### src/kac_pkg.sv
// shared types and constants for the kickstand alarm controller
// no dependencies
`timescale 1ns / 1ps
`default_nettype none

package kac_pkg;

  localparam int unsigned QualW        = 8;
  localparam int unsigned BeepW        = 16;
  localparam int unsigned TimeoutW     = 24;
  localparam int unsigned CfgW         = 24;
  localparam int unsigned CfgIdxW      = 2;
  localparam int unsigned TimerBitsDef = 24;

  localparam logic [CfgIdxW-1:0] CfgQualify = 2'd0;
  localparam logic [CfgIdxW-1:0] CfgBeep    = 2'd1;
  localparam logic [CfgIdxW-1:0] CfgTimeout = 2'd2;

  localparam logic [QualW-1:0]    QualifyRst = 8'd20;
  localparam logic [BeepW-1:0]    BeepRst    = 16'd1000;
  localparam logic [TimeoutW-1:0] TimeoutRst = 24'd120000;

  typedef enum logic [2:0] {
    MODE_START  = 3'd0,
    MODE_WPRESS = 3'd1,
    MODE_WDOWN  = 3'd2,
    MODE_WREL   = 3'd3,
    MODE_ARMED  = 3'd4,
    MODE_TRIG   = 3'd5,
    MODE_SIL    = 3'd6
  } mode_e;

  typedef enum logic [1:0] {
    LED_OFF   = 2'd0,
    LED_GREEN = 2'd1,
    LED_RED   = 2'd2
  } led_e;

  typedef struct packed {
    mode_e mode;
    logic  siren;
    led_e  led;
    logic  latched;
    logic  btn;
    logic  kick;
  } result_t;

endpackage

`default_nettype wire

### src/kac_qual.sv
// consecutive-sample qualifier for one active-low switch
// depends on kac_pkg
`timescale 1ns / 1ps
`default_nettype none

module kac_qual
  import kac_pkg::*;
(
  input  wire logic             clk_i,
  input  wire logic             rst_ni,
  input  wire logic             step_i,
  input  wire logic             level_i,
  input  wire logic [QualW-1:0] qualify_i,
  output logic                  closed_o
);

  logic [QualW-1:0] run_q, run_d, qual_eff;

  always_comb begin
    if (level_i) begin
      run_d = '0;
    end else if (run_q == {QualW{1'b1}}) begin
      run_d = run_q;
    end else begin
      run_d = run_q + 1'b1;
    end
    qual_eff = (qualify_i == '0) ? QualW'(1) : qualify_i;
  end

  assign closed_o = (run_d >= qual_eff);

  always_ff @(posedge clk_i or negedge rst_ni) begin
    if (!rst_ni) begin
      run_q <= '0;
    end else if (step_i) begin
      run_q <= run_d;
    end
  end

endmodule

`default_nettype wire

### src/kac_fsm.sv
// arming and alarm state machine with elapsed and beep timers
// depends on kac_pkg
`timescale 1ns / 1ps
`default_nettype none

module kac_fsm
  import kac_pkg::*;
#(
  parameter int unsigned TIMER_BITS = TimerBitsDef
) (
  input  wire logic                clk_i,
  input  wire logic                rst_ni,
  input  wire logic                step_i,
  input  wire logic                btn_i,
  input  wire logic                kick_i,
  input  wire logic [BeepW-1:0]    beep_half_i,
  input  wire logic [TimeoutW-1:0] timeout_i,
  output result_t                  res_o
);

  localparam int unsigned CmpW = (TIMER_BITS > TimeoutW) ? TIMER_BITS : TimeoutW;

  mode_e                 mode_q, mode_d, next_mode;
  led_e                  led_q, led_d;
  logic                  siren_q, siren_d, latched_q, latched_d, take;
  logic [TIMER_BITS-1:0] elapsed_q, elapsed_d, elapsed_inc;
  logic [BeepW-1:0]      beep_q, beep_d, hp_eff;
  logic [BeepW:0]        beep_sum;
  logic [CmpW-1:0]       el_ext, to_ext;
  logic                  timed_out;

  always_comb begin
    elapsed_inc = (elapsed_q == {TIMER_BITS{1'b1}}) ? elapsed_q : elapsed_q + 1'b1;
    el_ext      = CmpW'(elapsed_inc);
    to_ext      = CmpW'(timeout_i);
    timed_out   = (el_ext >= to_ext);
    hp_eff      = (beep_half_i == '0) ? BeepW'(1) : beep_half_i;
    beep_sum    = {1'b0, beep_q} + 1'b1;
  end

  // transitions in priority order
  always_comb begin
    take      = 1'b0;
    next_mode = mode_q;
    case (mode_q)
      MODE_START: begin
        take      = 1'b1;
        next_mode = latched_q ? MODE_TRIG : MODE_WPRESS;
      end
      MODE_WPRESS: begin
        if (btn_i) begin
          take = 1'b1; next_mode = MODE_WDOWN;
        end
      end
      MODE_WDOWN: begin
        if (!btn_i) begin
          take = 1'b1; next_mode = MODE_WPRESS;
        end else if (kick_i) begin
          take = 1'b1; next_mode = MODE_WREL;
        end
      end
      MODE_WREL: begin
        if (!kick_i) begin
          take = 1'b1; next_mode = MODE_WDOWN;
        end else if (!btn_i) begin
          take = 1'b1; next_mode = MODE_ARMED;
        end
      end
      MODE_ARMED: begin
        if (!kick_i) begin
          take = 1'b1; next_mode = MODE_TRIG;
        end else if (btn_i) begin
          take = 1'b1; next_mode = MODE_WREL;
        end
      end
      MODE_TRIG: begin
        if (btn_i && kick_i) begin
          take = 1'b1; next_mode = MODE_SIL;
        end else if (kick_i && timed_out) begin
          take = 1'b1; next_mode = MODE_ARMED;
        end
      end
      default: begin
        if (!kick_i) begin
          take = 1'b1; next_mode = MODE_WDOWN;
        end else if (!btn_i) begin
          take = 1'b1; next_mode = MODE_TRIG;
        end
      end
    endcase
  end

  // entry actions, elapsed timer and beep timer
  always_comb begin
    mode_d    = mode_q;
    led_d     = led_q;
    siren_d   = siren_q;
    latched_d = latched_q;
    beep_d    = beep_q;
    elapsed_d = elapsed_inc;
    if (take) begin
      if (mode_q == MODE_SIL) begin
        siren_d   = 1'b0;
        latched_d = 1'b0;
      end
      mode_d    = next_mode;
      elapsed_d = '0;
      case (next_mode)
        MODE_START: begin
          latched_d = 1'b0;
          led_d     = LED_GREEN;
        end
        MODE_WPRESS: led_d = LED_OFF;
        MODE_WDOWN:  led_d = LED_GREEN;
        MODE_WREL:   led_d = LED_RED;
        MODE_ARMED: begin
          led_d   = LED_OFF;
          siren_d = 1'b0;
        end
        MODE_TRIG: begin
          siren_d   = 1'b1;
          latched_d = 1'b1;
          led_d     = LED_OFF;
          beep_d    = '0;
        end
        default: led_d = LED_RED;
      endcase
    end else if (mode_q == MODE_TRIG) begin
      if (beep_sum >= {1'b0, hp_eff}) begin
        beep_d  = '0;
        siren_d = ~siren_q;
      end else begin
        beep_d = beep_sum[BeepW-1:0];
      end
    end
  end

  always_ff @(posedge clk_i or negedge rst_ni) begin
    if (!rst_ni) begin
      mode_q    <= MODE_START;
      led_q     <= LED_GREEN;
      siren_q   <= 1'b0;
      latched_q <= 1'b0;
      beep_q    <= '0;
      elapsed_q <= '0;
    end else if (step_i) begin
      mode_q    <= mode_d;
      led_q     <= led_d;
      siren_q   <= siren_d;
      latched_q <= latched_d;
      beep_q    <= beep_d;
      elapsed_q <= elapsed_d;
    end
  end

  always_comb begin
    res_o.mode    = mode_d;
    res_o.siren   = siren_d;
    res_o.led     = led_d;
    res_o.latched = latched_d;
    res_o.btn     = btn_i;
    res_o.kick    = kick_i;
  end

endmodule

`default_nettype wire

### src/kickstand_alarm_controller_unit.sv
// kickstand alarm controller top level: input register, qualifiers, state machine
// and result register; depends on kac_pkg, kac_qual and kac_fsm
//
// usage
//   input channel: in_valid_i / in_stall_o carry one tick item (raw active-low
//   button and kickstand levels); an item is taken when valid is high and
//   stall is low
//   output channel: out_valid_o / out_stall_i carry one result item per tick
//   item: mode, siren, led colour, latch and both qualified switch states
//   flow: items go from the input register through the qualifiers and state
//   machine to the result register; one item per cycle unless the output stalls
//   config: cfg_we_i writes cfg_wdata_i to register cfg_index_i (0 qualify,
//   1 beep half period, 2 silence timeout); the user must write only while
//   the block is idle; the block itself does not enforce this
//   reset: start mode, led green, siren off, latch clear, run counters zero,
//   registers at 20 / 1000 / 120000; no clearing pass, ready at once
//   stall: a stalled result holds; one further item waits in the input
//   register, after which in_stall_o rises until the result is taken
`timescale 1ns / 1ps
`default_nettype none

module kickstand_alarm_controller_unit
  import kac_pkg::*;
#(
  parameter int unsigned TIMER_BITS = TimerBitsDef
) (
  input  wire logic               clk_i,
  input  wire logic               rst_ni,
  input  wire logic               in_valid_i,
  output logic                    in_stall_o,
  input  wire logic               button_level_i,
  input  wire logic               kickstand_level_i,
  output logic                    out_valid_o,
  input  wire logic               out_stall_i,
  output logic [2:0]              mode_code_o,
  output logic                    siren_on_o,
  output logic [1:0]              led_colour_o,
  output logic                    alarm_latched_o,
  output logic                    button_pressed_o,
  output logic                    kickstand_down_o,
  input  wire logic               cfg_we_i,
  input  wire logic [CfgIdxW-1:0] cfg_index_i,
  input  wire logic [CfgW-1:0]    cfg_wdata_i
);

  logic [QualW-1:0]    qualify_q;
  logic [BeepW-1:0]    beep_half_q;
  logic [TimeoutW-1:0] timeout_q;

  logic    in_valid_q, btn_lvl_q, kick_lvl_q;
  logic    out_valid_q;
  logic    advance, step, in_load, btn, kick;
  result_t res, res_q;

  assign advance    = !out_valid_q || !out_stall_i;
  assign step       = in_valid_q && advance;
  assign in_load    = !in_valid_q || advance;
  assign in_stall_o = !in_load;

  always_ff @(posedge clk_i or negedge rst_ni) begin
    if (!rst_ni) begin
      qualify_q   <= QualifyRst;
      beep_half_q <= BeepRst;
      timeout_q   <= TimeoutRst;
    end else if (cfg_we_i) begin
      case (cfg_index_i)
        CfgQualify: qualify_q   <= cfg_wdata_i[QualW-1:0];
        CfgBeep:    beep_half_q <= cfg_wdata_i[BeepW-1:0];
        CfgTimeout: timeout_q   <= cfg_wdata_i[TimeoutW-1:0];
        default:    ;
      endcase
    end
  end

  // input register
  always_ff @(posedge clk_i or negedge rst_ni) begin
    if (!rst_ni) begin
      in_valid_q <= 1'b0;
    end else if (in_load) begin
      in_valid_q <= in_valid_i;
    end
  end

  always_ff @(posedge clk_i) begin
    if (in_load && in_valid_i) begin
      btn_lvl_q  <= button_level_i;
      kick_lvl_q <= kickstand_level_i;
    end
  end

  kac_qual u_btn_qual (
    .clk_i     (clk_i),
    .rst_ni    (rst_ni),
    .step_i    (step),
    .level_i   (btn_lvl_q),
    .qualify_i (qualify_q),
    .closed_o  (btn)
  );

  kac_qual u_kick_qual (
    .clk_i     (clk_i),
    .rst_ni    (rst_ni),
    .step_i    (step),
    .level_i   (kick_lvl_q),
    .qualify_i (qualify_q),
    .closed_o  (kick)
  );

  kac_fsm #(
    .TIMER_BITS (TIMER_BITS)
  ) u_fsm (
    .clk_i       (clk_i),
    .rst_ni      (rst_ni),
    .step_i      (step),
    .btn_i       (btn),
    .kick_i      (kick),
    .beep_half_i (beep_half_q),
    .timeout_i   (timeout_q),
    .res_o       (res)
  );

  // result register
  always_ff @(posedge clk_i or negedge rst_ni) begin
    if (!rst_ni) begin
      out_valid_q <= 1'b0;
    end else if (advance) begin
      out_valid_q <= in_valid_q;
    end
  end

  always_ff @(posedge clk_i) begin
    if (step) begin
      res_q <= res;
    end
  end

  assign out_valid_o      = out_valid_q;
  assign mode_code_o      = res_q.mode;
  assign siren_on_o       = res_q.siren;
  assign led_colour_o     = res_q.led;
  assign alarm_latched_o  = res_q.latched;
  assign button_pressed_o = res_q.btn;
  assign kickstand_down_o = res_q.kick;

endmodule

`default_nettype wire

### config.mk
export PLATFORM = sky130hd
export DESIGN_NAME = kickstand_alarm_controller_unit
export DESIGN_NICKNAME = d
export VERILOG_FILES = /design/src/kac_pkg.sv /design/src/kac_qual.sv /design/src/kac_fsm.sv /design/src/kickstand_alarm_controller_unit.sv
export SDC_FILE = /design/constraint.sdc
export NUM_CORES = 1
export LEC_CHECK = 0
export ABC_AREA = 1
export BUFFER_PORTS_ARGS = -buffer_cell sky130_fd_sc_hd__buf_2
export CAP_MARGIN = 20
export CORE_AREA = 3 3 171 173
export DETAILED_ROUTE_END_ITERATION = 7
export DIE_AREA = 0 0 174 176
export PLACE_DENSITY = 0.4
export SLEW_MARGIN = 20
export SYNTH_ARGS = -nofsm -noshare
export SYNTH_HDL_FRONTEND = slang
export SYNTH_SLANG_ARGS = --single-unit
### constraint.sdc
create_clock -name clk_i -period 8.2 [get_ports clk_i]
set_clock_uncertainty 0.15 [all_clocks]
set_input_delay 0 -clock clk_i [delete_from_list [all_inputs] [get_ports clk_i]]
set_output_delay 0 -clock clk_i [all_outputs]
set_load 0.05 [all_outputs]
==> results of run 1 <==
per-layer routing:
metal / vias up / track usage
met2: 77 / 0.241
met3: 8 / 0.0275
met1: 3057 / 0.188
met5: - / 0
li1: 3529 / -
met4: 0 / 0.0312
final timing paths:
kind	start	end	slack [ps]
worst max-delay path	u_fsm.elapsed_q[2]	u_fsm.beep_q[12]	3540
min in group clk_i	cfg_we_i	beep_half_q[9]	80
worst min-delay path	rst_ni	u_btn_qual.run_q[5]	40
worst min register to register	u_fsm.led_q[1]	u_fsm.led_q[1]	330
worst max register to register	u_fsm.elapsed_q[2]	u_fsm.beep_q[12]	3540
max in group asynchronous	rst_ni	u_fsm.elapsed_q[0]	6540
registers in the layout, indices dropped and copies added, names as in the netlist:
signal,cells
timeout_q,24
u_fsm.elapsed_q,24
beep_half_q,16
u_fsm.beep_q,16
qualify_q,8
u_btn_qual.run_q,8
u_kick_qual.run_q,8
mode_code_o,3
u_fsm.mode_q,3
led_colour_o,2
u_fsm.led_q,2
alarm_latched_o,1
btn_lvl_q,1
button_pressed_o,1
in_valid_q,1
kick_lvl_q,1
kickstand_down_o,1
out_valid_o,1
siren_on_o,1
u_fsm.latched_q,1
u_fsm.siren_q,1
kinds of logic (layout without fill, tap and decap cells):
family | count (synthesis) | count (layout) | share of synthesized area
AND/OR/NAND/NOR | 444 | 444 | 0.257
buffers and inverters | 210 | 296 | 0.102
AO/OA/AOI/OAI | 177 | 177 | 0.119
flip-flops | 124 | 124 | 0.397
adder cells (fa/ha/maj) | 60 | 60 | 0.0939
XOR/XNOR | 28 | 28 | 0.0307
power breakdown:
part           internal (mW)  switching, mW
clock                  0.570          0.296
combinational          0.219          0.480
sequential             0.733         0.0699
cells in the final DEF (no fill, tap or decap), types with 4 or more instances in the layout:
cell type	netlist	final
nor2_4	5	5
a31oi_1	5	5
ha_1	60	60
buf_4	3	4
edfxtp_1	11	11
nor2_1	56	56
nand2_1	259	259
dfrtp_1	97	97
o21ai_0	87	87
nand3_2	6	8
dlygate4sd3_1	0	31
inv_1	182	181
nand4_1	20	20
inv_2	5	6
bufinv_16	0	4
nand3_1	39	37
buf_2	2	42
clkbuf_16	0	19
nor4_1	12	12
nor3_1	16	16
dfstp_2	16	16
a21oi_1	42	42
o21ai_1	20	20
o22ai_1	8	8
nand2_2	5	5
nor2_2	8	8
xor2_1	26	26
critical path, cell delays in order (launching register included):
cell	delay, ps
dfrtp_1	400
inv_2	80
nor3_4	300
nand2_2	120
nor2_4	140
nand2_1	90
nor2_1	130
nand2_2	80
nor2_2	120
nand2_1	90
nor2_2	130
nand3_1	110
and2_1	150
ha_1	280
nand2_1	70
nand2_1	50
nand3_1	70
nand2_1	50
a21oi_1	370
nand3_1	170
nand2_1	100
nand3_1	90
nand3_2	130
nand4_2	680
nand2_1	250
o21ai_1	90
final cells by class:
cell class	instances	area (um^2)
sequential	124	3180
timing repair buffer	77	551
fill	3019	18200
clock buffer	23	520
tap	378	473
clock inverter	9	153
multi-input combinational	709	4010
inverter	187	702
==> results.py, run 1 <==
metrics = {
    "status": {
        "status": "finished clean",
    },
    "layout": {
        "drive_above_1_share": 0.122,
        "syn_to_final_growth_pct": 19.9,
        "final_area_um2": 9590,
        "finalNonFillerCells": 1507,
        "diodes": 0,
        "final_core_util": 0.345,
        "num-nets-final": 1209,
    },
    "logic_synthesis": {
        "synth-async-reset-ratio": 0.911,
        "ys_types": 45,
        "yosysMostFrequentCell": "nand2_1",
        "synth.largest_area_cell": "dfrtp_1",
        "synth_top_area_share": 0.304,
        "ys_dominant_reg_cell": "dfrtp_1",
        "seq_area_frac_synth": 0.397,
        "synth-seq-cells": 124,
        "synthTopCellsByArea": "dfrtp_1 (30%), nand2_1 (12%), ha_1 (9.4%), inv_1 (8.5%), o21ai_0 (5.4%)",
        "avgSynthCellArea_um2": 7.67,
        "synthTopCellsByCount": "nand2_1 (259), inv_1 (182), dfrtp_1 (97)",
        "synth_edf_count": 11,
        "synth_nets": 1136,
        "synth_cells": 1043,
        "ys_warn_count": 0,
        "synthesis.area_um2": 8000,
    },
    "clocking": {
        "cts-root-buf": "clkbuf_16",
        "tritoncts": "built",
        "cts.path.max_buffers": 2,
        "ctsResizeCount": 0,
        "cts_inserted_buffers": 17,
        "cts_setup_buffers": 0,
        "clk_latency_ps": 420,
        "cts.sinks": 124,
        "h-tree-depth": 4,
        "clk_pin_slew_worst_paths_ps": 60,
        "cts_hold_buf": 31,
    },
    "sta": {
        "final_max_slew_viol_count": 0,
        "final.period_utilization": 0.568,
        "slew-limit-headroom": 0.414,
        "tns_ps": 0,
        "finalSetupViolations": 0,
        "fin_crit_ps": 4660,
        "fmax_mhz": 215,
        "worst-slew-pin-transition_ps": 877,
        "whs_ps": 42.2,
        "fin_ws_ps": 3540,
        "rsz0062_at_grt": "false",
        "finalHoldViolations": 0,
    },
    "routing": {
        "wirelength_um": 20800,
        "highest_layer": "met4",
        "wl_per_cell_um": 13.8,
        "avgViaCountPerCell": 4.43,
        "drc": 0,
        "vias": 6671,
        "met3_length_um": 510,
        "wl_met1_um": 10400,
        "drt_iter0_drc": 347,
        "firstDrtPassIters": 4,
        "final_antenna_net_count": 0,
        "met2_length_um": 9790,
    },
    "setup_path": {
        "cp_max_fo": 32,
        "endpoint_kind": "flop",
        "cp.arrival_ps": 4790,
        "cp-start-kind": "flop",
        "crit_type": "flop to flop",
        "reg2reg_depth": 25,
        "required_ps": 8330,
    },
    "floorplanning": {
        "fp.dieH_um": 176,
        "coreArea_um2": 27800,
        "die_w_um": 174,
        "start_util": 0.288,
        "rows": 61,
        "ios": 44,
        "die_area_um2": 30600,
    },
    "pwr": {
        "leakagePower_nw": 4.75,
        "p_per_area_nw_per_um2": 247,
        "p_total_mw": 2.37,
        "vdd_ir_drop_max_mv": 0.133,
    },
    "global_route": {
        "grt_overflow_total": 0,
        "grt_pass1_vias": 6776,
        "grt_pass1_wl_um": 34800,
        "antenna_found_initial": 0,
        "grt_max_degree": 64,
        "track_usage": 0.142,
    },
    "place": {
        "hpwl_um": 15200,
        "io_buffers": 43,
        "place_congestion": 0.808,
        "dpl_cell_area_um2": 8600,
        "placed_cells_incl_taps": 1444,
        "post-place-ws_ps": 3440,
    },
    "hold_path": {
        "min_path_type": "input pin to async pin",
    },
    "run": {
        "drv_cap": 0,
    },
}
No activity file was read; power rests on OpenSTA's default activity.
==> run 2: changes to the inputs <==
--- a/config.mk
+++ b/config.mk
@@ -11,7 +11,7 @@
 export CORE_AREA = 3 3 171 173
 export DETAILED_ROUTE_END_ITERATION = 7
 export DIE_AREA = 0 0 174 176
-export PLACE_DENSITY = 0.4
+export PLACE_DENSITY = 0.42
 export SLEW_MARGIN = 20
 export SYNTH_ARGS = -nofsm -noshare
 export SYNTH_HDL_FRONTEND = slang
==> constraint.sdc (replaced) <==
create_clock -name clk_i -period 4.05 [get_ports clk_i]
set_clock_uncertainty 0.15 [all_clocks]
set_input_delay 0 -clock clk_i [delete_from_list [all_inputs] [get_ports clk_i]]
set_output_delay 0 -clock clk_i [all_outputs]
set_load 0.05 [all_outputs]
==> results.py, run 2 (same netlist as run 1, synthesis figures left out) <==
metrics = {
    "floorplanning": {
        "rows": 61,
        "fp.dieH_um": 176,
        "die_w_um": 174,
        "ios": 44,
        "coreArea_um2": 27800,
        "die_area_um2": 30600,
        "start_util": 0.288,
    },
    "sta": {
        "rsz0062_at_grt": "true",
        "finalSetupViolations": 0,
        "final_max_slew_viol_count": 0,
        "fin_crit_ps": 3880,
        "worst-slew-pin-transition_ps": 1030,
        "fmax_mhz": 258,
        "finalHoldViolations": 0,
        "final.period_utilization": 0.957,
        "slew-limit-headroom": 0.313,
        "fin_ws_ps": 174,
    },
    "setup_path": {
        "cp_max_fo": 5,
        "slowest_stage": "dfrtp_1",
        "crit_buf_inv": 4,
        "crit_path_frequent_cell": "nand2_2",
        "required_ps": 4070,
        "max_stage_delay_ps": 400,
        "cp_top_family": "simple AND/OR/NAND/NOR gates",
        "endpoint_kind": "flop",
        "crit_type": "flop to flop",
        "startpoint": "u_fsm.elapsed_q[3]",
        "cp-start-kind": "flop",
        "cp.arrival_ps": 3900,
        "r2r_start": "u_fsm.elapsed_q[3]",
    },
    "layout": {
        "diodes": 0,
        "syn_to_final_growth_pct": 25.0,
        "multi_input_area_um2": 4170,
        "layout_commonest_cell": "nand2_1",
        "num-nets-final": 1236,
        "largest_registers": "timeout_q x24, u_fsm.elapsed_q x24",
        "drive_above_1_share": 0.175,
        "finalNonFillerCells": 1534,
        "seq_area_um2": 3180,
        "filler_cell_count": 2967,
        "final_cell_mix": "nand2_1 (247), inv_1 (178), dfrtp_1 (97)",
    },
    "routing": {
        "wl_per_cell_um": 13.8,
        "drc": 0,
        "drt_iter0_drc": 323,
        "final_antenna_net_count": 0,
        "vias": 6847,
        "firstDrtPassIters": 5,
        "avgViaCountPerCell": 4.46,
        "wirelength_um": 21200,
    },
    "clocking": {
        "cts.sinks": 124,
        "cts_inserted_buffers": 17,
        "cts-root-buf": "clkbuf_16",
        "clk_pin_slew_worst_paths_ps": 60,
        "clk_latency_ps": 420,
        "h-tree-depth": 4,
        "tritoncts": "built",
        "cts.path.max_buffers": 2,
    },
    "global_route": {
        "grt_max_degree": 68,
        "grt_pass1_vias": 6692,
        "antenna_found_initial": 0,
        "track_usage": 0.140,
        "grt_overflow_total": 0,
        "grt_pass1_wl_um": 34900,
    },
    "pwr": {
        "p_total_mw": 4.93,
        "p_int_mw": 3.12,
        "power_frac_clock": 0.328,
        "switching_share": 0.368,
        "leakagePower_nw": 4.92,
        "vdd_ir_drop_max_mv": 0.307,
        "p_sw_mw": 1.82,
        "power_frac_seq": 0.329,
        "p_per_area_nw_per_um2": 493,
        "power_frac_comb": 0.343,
    },
    "run": {
        "drv_cap": 0,
    },
    "status": {
        "status": "finished clean",
    },
    "hold_path": {
        "hold_start": "kickstand_level_i",
        "min_path_type": "input pin to flop",
    },
    "place": {
        "placed_cells_incl_taps": 1451,
        "place_congestion": 0.828,
        "io_buffers": 43,
        "post-place-ws_ps": -55.5,
        "hpwl_um": 15100,
    },
}
[run 2: changes by cell type in the layout (fill, tap and decap cells not counted), moves of 5 or more]
cell     delta
nand2_1    -12
buf_12      +5
nor2_1      -6
o21ai_2     +7
nand2_2    +12
buf_4      +16
[run 2: power by group through the flow]
stage	Combinational [mW]	Sequential [mW]	Clock [mW]
6_report	1.69	1.62	1.62
5_1_grt	1.92	1.65	1.72
4_1_cts	1.48	1.62	1.66
3_5_place_dp	1.45	1.64	0
3_3_place_gp	1.45	1.65	0
2_1_floorplan	0.978	1.72	0
[run 2: per-layer routing]
metal | global-route usage | routed length (um) | part of all wire | up-vias
met2 | 0.228 | 9620 | 0.45 | 69
li1 | - | - | - | 3583
met1 | 0.194 | 10900 | 0.51 | 3178
met5 | 0 | 0 | 0 | -
met3 | 0.0217 | 477 | 0.022 | 17
met4 | 0.0382 | 206 | 0.0097 | 0
[run 2: path summary, 6_finish.rpt]
kind                                       endpoint  slack (ps)  cells after the start
worst min register to register          out_valid_o         330                      2
worst max-delay path                     siren_on_o         170                     26
max in group asynchronous              timeout_q[7]        2400                      5
worst min-delay path                     kick_lvl_q         140                      2
worst max register to register           siren_on_o         170                     26
min in group asynchronous       u_btn_qual.run_q[3]         410                      3
[run 2: cell type report]
| cell class | count | area share |
|---|---|---|
| multi-input cells | 710 | 0.417 |
| flip-flops and latches | 124 | 0.318 |
| repair buffers | 102 | 0.0845 |
| inverters | 187 | 0.0709 |
| clock buffers | 23 | 0.0511 |
| well taps | 378 | 0.0473 |
| clock inverters | 9 | 0.0105 |
| repair inverters | 1 | 0.000626 |
[run 2: through the flow]
| step | setup TNS [ps] | utilization | hold slack [ps] | cell area (um^2) |
|---|---|---|---|---|
| floorplan | 0 | - | -446 | 8000 |
| global placement | -19.9 | 0.313 | 35.3 | 8690 |
| finish | 0 | 0.360 | 137 | 10000 |
| detailed placement | -81.7 | 0.313 | 33.6 | 8690 |
| CTS | 0 | 0.347 | 118 | 9630 |
| global route | -5450 | 0.360 | 137 | 10000 |
[run 2: timing repair]
action                                  CTS  global route
resized for setup                         3            48
cloned                                    0             3
hold buffers                             31             1
hold endpoints to repair                117            19
endpoints found under the setup margin    6            50
setup buffers                             0            15
pin swaps                                 0            41
